## src/hdl/stbs_pkg.sv

```systemverilog
// ----------------------------------------------------------------------------
// stbs_pkg: shared constants and types for the sorted table search core
// Table depth, derived widths and the command/status bundles that pass
// between the controller and the datapath.
// ----------------------------------------------------------------------------
package stbs_pkg;

    localparam int TABLE_DEPTH = 1024;
    localparam int ADDR_W      = (TABLE_DEPTH > 2) ? $clog2(TABLE_DEPTH) : 1;
    localparam int CNT_W       = $clog2(TABLE_DEPTH + 1);
    localparam int WORD_W      = 32;
    localparam int POS_W       = 10;

    localparam logic OP_APPEND = 1'b0;
    localparam logic OP_SEARCH = 1'b1;

    typedef struct packed {
        logic accept;     // latch the request and, for an append to a non-full table, write it
        logic issue_read; // read the probe entry at the current midpoint
        logic step;       // narrow the range from the registered probe word
        logic load_out;   // move the finished result into the output register
    } t_cmd;

    typedef struct packed {
        logic range_empty; // first has passed last: the search missed
        logic equal;       // probed word equals the key
        logic less;        // probed word is below the key
    } t_status;

endpackage

```

## src/hdl/stbs_ctrl.sv

```systemverilog
// ----------------------------------------------------------------------------
// stbs_ctrl: sequencer for appends and binary searches
// Accepts one request at a time, steps the datapath through probe and
// compare cycles, and owns the output valid flag.
// ----------------------------------------------------------------------------
module stbs_ctrl
    import stbs_pkg::*;
(
    input  logic    i_clk,
    input  logic    i_rst_n,
    input  logic    i_in_valid,
    input  logic    i_opcode,
    input  logic    i_out_ready,
    input  t_status i_status,
    output logic    o_in_ready,
    output logic    o_out_valid,
    output t_cmd    o_cmd
);

    typedef enum logic [1:0] {
        S_IDLE,
        S_PROBE,
        S_CMP,
        S_DONE
    } t_state;

    t_state r_state;
    logic   n_load;

    assign o_in_ready = (r_state == S_IDLE);
    assign n_load     = (r_state == S_DONE) && (!o_out_valid || i_out_ready);

    assign o_cmd.accept     = (r_state == S_IDLE) && i_in_valid;
    assign o_cmd.issue_read = (r_state == S_PROBE) && !i_status.range_empty;
    assign o_cmd.step       = (r_state == S_CMP);
    assign o_cmd.load_out   = n_load;

    always_ff @(posedge i_clk) begin
        if (!i_rst_n) begin
            r_state     <= S_IDLE;
            o_out_valid <= 1'b0;
        end else begin
            if (n_load) begin
                o_out_valid <= 1'b1;
            end else if (i_out_ready) begin
                o_out_valid <= 1'b0;
            end
            case (r_state)
                S_IDLE: begin
                    if (i_in_valid) begin
                        r_state <= (i_opcode == OP_SEARCH) ? S_PROBE : S_DONE;
                    end
                end
                S_PROBE: begin
                    r_state <= i_status.range_empty ? S_DONE : S_CMP;
                end
                S_CMP: begin
                    r_state <= S_PROBE;
                end
                S_DONE: begin
                    if (n_load) begin
                        r_state <= S_IDLE;
                    end
                end
                default: begin
                    r_state <= S_IDLE;
                end
            endcase
        end
    end

endmodule

```

## config.mk

```make
export PLATFORM = sky130hd
export DESIGN_NAME = stbs_ctrl
export DESIGN_NICKNAME = d
export VERILOG_FILES = /design/src/hdl/stbs_pkg.sv /design/src/hdl/stbs_ctrl.sv
export SDC_FILE = /design/constraint.sdc
export NUM_CORES = 1
export LEC_CHECK = 0
export BUFFER_PORTS_ARGS = -buffer_cell sky130_fd_sc_hd__buf_4
export CAP_MARGIN = 40
export CORE_AREA = 5 5 42 44
export CTS_CLUSTER_SIZE = 30
export DETAILED_ROUTE_END_ITERATION = 16
export DIE_AREA = 0 0 47 49
export PLACE_DENSITY = 0.38
export SLEW_MARGIN = 20
export SYNTH_ARGS = -nofsm -noshare
export SYNTH_HDL_FRONTEND = slang
export SYNTH_SLANG_ARGS = --single-unit
```

## constraint.sdc

```tcl
create_clock -name i_clk -period 1.1 [get_ports i_clk]
set_input_delay 0.055 -clock i_clk [delete_from_list [all_inputs] [get_ports i_clk]]
set_output_delay 0.055 -clock i_clk [all_outputs]
set_load 0.05 [all_outputs]
```

==> results.json, run 1 <==
{
  "status": "complete, no violations",
  "path_cells": "nor2_4 > and2_2 > buf_6",
  "hold_viol_final": 0,
  "n_fill_cell": 164,
  "syn_to_final_growth_pct": 91.5,
  "fin_skew_ns": 0.00141,
  "clock_path_buffers": 2,
  "clkSinkCount": 3,
  "grt_pass1_vias": 206,
  "maxCapViolations": 0,
  "worstMarginPinSlew_ns": 0.207,
  "die_h_um": 49,
  "clk_pin_slew_ns": 0.04,
  "gp_congestion": 0.647,
  "crit_path_end_kind": "output port",
  "die_w_um": 47,
  "holdPathEnd": "r_state[1]$_SDFFE_PN0P_",
  "finalSetupViolCount": 0,
  "clk_latency_ns": 0.23,
  "reg2reg_from": "r_state[1]$_SDFFE_PN0P_",
  "rows": 14,
  "initial_core_util_pct": 12.7,
  "synthesis.area_sq_um": 178,
  "leakage_nw": 0.152,
  "n_antenna_cell": 0,
  "grt_overflow": 0,
  "worstHoldPathType": "primary input to register",
  "yosys_warnings": 0,
  "drv_slew": 0,
  "synth_seq_cells": 3,
  "irDropWorstVdd_uv": 564,
  "fmax_mhz": 954,
  "crit_path_start_kind": "register",
  "hpwl_um": 363,
  "drtIter0Drc": 0,
  "cts-root-buf": "clkbuf_4",
  "h-tree-depth": 1,
  "dr.pass1.iters": 1,
  "antenna_found_initial": 0,
  "postSynthAreaPerCell_sq_um": 8.46,
  "arrival_ns": 0.99,
  "die_area_sq_um": 2300,
  "port_buffers": 11,
  "powerDensity_nw_per_um2": 1480,
  "vias": 188,
  "cp_slowest_cell": "dfxtp_4",
  "ff2ff_path_depth": 3,
  "grt_start_max_net_pins": 8,
  "hp-start": "i_in_valid",
  "min_period_over_period_pct": 95.3,
  "seq_area_frac_synth_pct": 33.8,
  "slowest_delay_ns": 0.39,
  "drc": 0,
  "grt_pass1_wl_um": 793,
  "ant_nets": 0,
  "yosys.cell_types.count": 15,
  "relSlewSlack_pct": 86.1,
  "grtUsageTotal_pct": 5.13,
  "finalCriticalPeriod_ns": 1.05,
  "holdWs_ns": 0.0710,
  "hold_path_depth": 2,
  "finalNetCount": 44,
  "cts_tree": "done",
  "via_per_inst": 3.69,
  "fin_total_pwr_mw": 0.505,
  "syn_inst": 21,
  "cp.required_ns": 1.04,
  "syn_nets": 29,
  "ctsHoldBuffers": 0,
  "critPathKind": "register to output port",
  "core-area_sq_um": 1400,
  "rrSetupSlack_ns": 0.17,
  "r2r_end": "r_state[0]$_SDFFE_PN0P_",
  "cts_buffers": 3,
  "routed_wl_um": 454,
  "rsz0062_at_grt": "true",
  "wire_per_inst_um": 8.90,
  "ios": 14,
  "cp_max_fo": 6,
  "drive_gt1_share_pct": 65.7
}
[worst max-delay path by stage]
stage / from / endpoint / slack [ns] / depth (start not counted)
floorplan: r_state[1]$_SDFFE_PN0P_ / o_cmd[3] / -0.01 / 3
global placement: r_state[1]$_SDFFE_PN0P_ / o_cmd[0] / 0.07 / 3
detailed placement: r_state[1]$_SDFFE_PN0P_ / o_cmd[0] / 0.05 / 3
CTS: r_state[1]$_SDFFE_PN0P_ / o_cmd[3] / 0.01 / 3
global route: r_state[1]$_SDFFE_PN0P_ / o_cmd[0] / -0.01 / 3
finish: r_state[1]$_SDFFE_PN0P_ / o_cmd[3] / 0.05 / 3
[state kept, by name, summed over array words and instances (netlist names)]
| signal | cells |
|---|---|
| r_state | 2 |
| o_out_valid | 1 |
[synth_stat cells]
master | instances | share of area [%]
dfxtp_1 | 3 | 34
nor2_1 | 3 | 6.3
a21oi_1 | 2 | 5.6
nand2_1 | 2 | 4.2
a21boi_1 | 1 | 4.2
a31o_2 | 1 | 4.9
and2_1 | 1 | 3.5
and2b_1 | 1 | 4.2
and2b_2 | 1 | 4.9
buf_4 | 1 | 4.2
buf_6 | 1 | 6.3
mux2i_1 | 1 | 5.6
nand2b_1 | 1 | 3.5
nor3b_1 | 1 | 4.2
o31ai_1 | 1 | 4.2
[stage by stage]
stage / setup WS, ns / instance area, sq um / util (%) / setup TNS [ns] / instances
floorplan: -0.00954 / 198 / - / -0.00954 / 21
global placement: 0.0683 / 282 / 20.1 / 0 / 46
detailed placement: 0.0496 / 282 / 20.1 / 0 / 46
CTS: 0.0115 / 323 / 23.0 / 0 / 51
global route: -0.00952 / 340 / 24.3 / -0.0148 / 51
finish: 0.0518 / 340 / 24.3 / 0 / 51
[what timing repair did]
item,4_1_cts,5_1_grt
resized for setup,4,5
setup buffers,1,0
endpoints found under the hold margin,0,0
endpoints found under the setup margin,4,4
[layer usage]
layer / vias to the layer above / routed length [um] / track usage, %
li1: 99 / - / -
met2: 7 / 217 / 6.11
met5: - / 0 / 0
met4: 0 / 0 / 5.53
met3: 0 / 31 / 3.32
met1: 82 / 204 / 5.47
[cell families (layout without fill, tap and decap cells)]
logic type | count (synthesis) | after routing | synth area share [%]
and+or+nand+nor | 10 | 10 | 31.0
AOI/OAI and AO/OA | 5 | 5 | 19.0
DFF | 3 | 3 | 33.8
buffers and inverters | 2 | 16 | 10.6
muxes | 1 | 1 | 5.63
[power by group]
| part | switching (mW) | leakage, nW | internal [mW] |
|---|---|---|---|
| logic | 0.0995 | 0.111 | 0.0759 |
| clock network | 0.0536 | 0.0150 | 0.136 |
| registers | 0.0196 | 0.0259 | 0.120 |
| total | 0.173 | 0.152 | 0.332 |
[final cells by class]
type	instances	area, sq um	share of cell area [%]
tap	16	20.0	5.88
multi-input combinational	16	121	35.7
clock buffer	4	26.3	7.72
sequential	3	67.6	19.9
timing repair buffer	12	105	30.9
[critical path, delay by kind of cell (launching register included)]
family	cells	cell delay, ns
flops	1	0.39
simple gates	2	0.23
buf+inv	1	0.15
[cell usage in the layout (no fill, tap or decap), types with 2 or more instances in the layout]
master	Yosys	routed
nand2_1	2	2
dfxtp_4	0	2
buf_4	1	8
a21oi_1	2	2
clkbuf_4	0	3
buf_6	1	4
(Power assumes the default switching activity.)
==> inputs of run 2 (changes only) <==
HOLD_SLACK_MARGIN = 0.12   (was unset)
==> run 2 against run 1 <==
Against the previous run:
- routed wire length rose by 0.66%
- die area unchanged
- global-route usage is the same
- critical endpoint unchanged
- largest cell class is now non-clock buffers
- largest power group unchanged
- highest routed layer unchanged
==> results.json, run 2 (same netlist as run 1, synthesis figures left out) <==
{
  "status": "complete, no violations",
  "port_buffers": 11,
  "clkSinkCount": 3,
  "finalSetupViolCount": 0,
  "drc": 0,
  "grtUsageTotal_pct": 5.13,
  "cts-root-buf": "clkbuf_4",
  "arrival_ns": 0.99,
  "rows": 14,
  "drtIter0Drc": 0,
  "die_w_um": 47,
  "hold_path_depth": 3,
  "largest_reg_flops": 2,
  "routed_wl_um": 457,
  "r2r_end": "r_state[0]$_SDFFE_PN0P_",
  "place_ws_ns": 0.0496,
  "die_area_sq_um": 2300,
  "cts_buffers": 3,
  "ios": 14,
  "finalCriticalPeriod_ns": 1.05,
  "grt_start_max_net_pins": 8,
  "vias": 195,
  "hpwl_um": 363,
  "regMostFlops": "r_state",
  "worstHoldPathType": "primary input to register",
  "syn_to_final_growth_pct": 103,
  "dr.pass1.iters": 1,
  "cp.required_ns": 1.04,
  "fin_skew_ns": 0.00151,
  "cts_tree": "done",
  "irDropWorstVdd_uv": 577,
  "ff2ff_path_depth": 3,
  "leakage_nw": 0.161,
  "post-route-worst-setup-slack_ns": 0.0518,
  "critPathKind": "register to output port",
  "gp_congestion": 0.647,
  "drive_gt1_share_pct": 62.2,
  "via_per_inst": 3.68,
  "n_antenna_cell": 0,
  "clk_pin_slew_ns": 0.04,
  "crit_path_start_kind": "register",
  "ant_nets": 0,
  "die_h_um": 49,
  "hold_viol_final": 0,
  "rrSetupSlack_ns": 0.17,
  "maxCapViolations": 0,
  "holdWs_ns": 0.130,
  "crit_path_end_kind": "output port",
  "powerDensity_nw_per_um2": 1420,
  "grt_pass1_wl_um": 793,
  "fin_total_pwr_mw": 0.510,
  "holdPathEnd": "r_state[0]$_SDFFE_PN0P_",
  "worstMarginPinSlew_ns": 0.207,
  "finalNetCount": 46,
  "drv_slew": 0,
  "grt_pass1_vias": 203,
  "reg2reg_from": "r_state[1]$_SDFFE_PN0P_",
  "grt_overflow": 0,
  "clock_path_buffers": 2,
  "layout_common_cells": "buf_4 (8), buf_6 (4), clkbuf_4 (3)",
  "clk_latency_ns": 0.23,
  "antenna_found_initial": 0,
  "rsz0062_at_grt": "true",
  "cp_max_fo": 6,
  "relSlewSlack_pct": 86.1,
  "hp-start": "i_in_valid",
  "final_common_cell": "buf_4",
  "min_period_over_period_pct": 95.3,
  "biggestRegsByFlops": "r_state: 2 flops, o_out_valid: 1 flops",
  "wire_per_inst_um": 8.62,
  "core-area_sq_um": 1400,
  "fin_util_pct": 25.7,
  "initial_core_util_pct": 12.7,
  "h-tree-depth": 1,
  "fmax_mhz": 954,
  "n_fill_cell": 162
}
==> run 2: per-layer routing <==
layer,GRT usage (%),wire [um],vias to the layer above
met5,0,0,-
met3,3.32,36,0
met4,5.53,0,0
met2,6.33,225,7
li1,-,-,103
met1,5.25,196,85
==> run 2: critical path, stage by stage, from the launching register on <==
cell and delay, ns:
dfxtp_4 0.39, nor2_4 0.04, and2_2 0.19, buf_6 0.15
==> run 2: repair_timing <==
action                                  CTS  global route
endpoints found under the hold margin     3             0
cloned                                    0             0
setup buffers                             1             0
gates resized for setup                   4             5
hold buffers                              2             0
endpoints found under the setup margin    4             4
pin swaps                                 0             0
==> run 2: worst max-delay path by stage <==
stage,start,to,slack [ns],cells past startpoint
finish,r_state[1]$_SDFFE_PN0P_,o_cmd[3],0.05,3
CTS,r_state[1]$_SDFFE_PN0P_,o_cmd[3],0.01,3
global placement,r_state[1]$_SDFFE_PN0P_,o_cmd[0],0.07,3
floorplan,r_state[1]$_SDFFE_PN0P_,o_cmd[3],-0.01,3
global route,r_state[1]$_SDFFE_PN0P_,o_cmd[0],-0.01,3
detailed placement,r_state[1]$_SDFFE_PN0P_,o_cmd[0],0.05,3
==> run 2: stage by stage <==
step	cell area [sq um]	std cells	TNS, ns
after floorplan	198	21	-0.00954
after global placement	282	46	0
after detailed placement	282	46	0
after CTS	343	53	0
after global routing	360	53	-0.0148
final	360	53	0
==> run 2: where the power goes <==
part	total (mW)	switching [mW]	internal, mW	leakage (nW)
sequential	0.140	0.0196	0.120	0.0259
clock	0.189	0.0537	0.136	0.0150
combinational	0.181	0.100	0.0805	0.120
total	0.510	0.174	0.337	0.161
==> run 2: cell type report <==
cell class	count	area, sq um	share of cell area (%)
timing repair buffer	14	125	34.7
tap	16	20.0	5.56
clock buffer	4	26.3	7.29
sequential	3	67.6	18.7
multi-input combinational	16	121	33.7
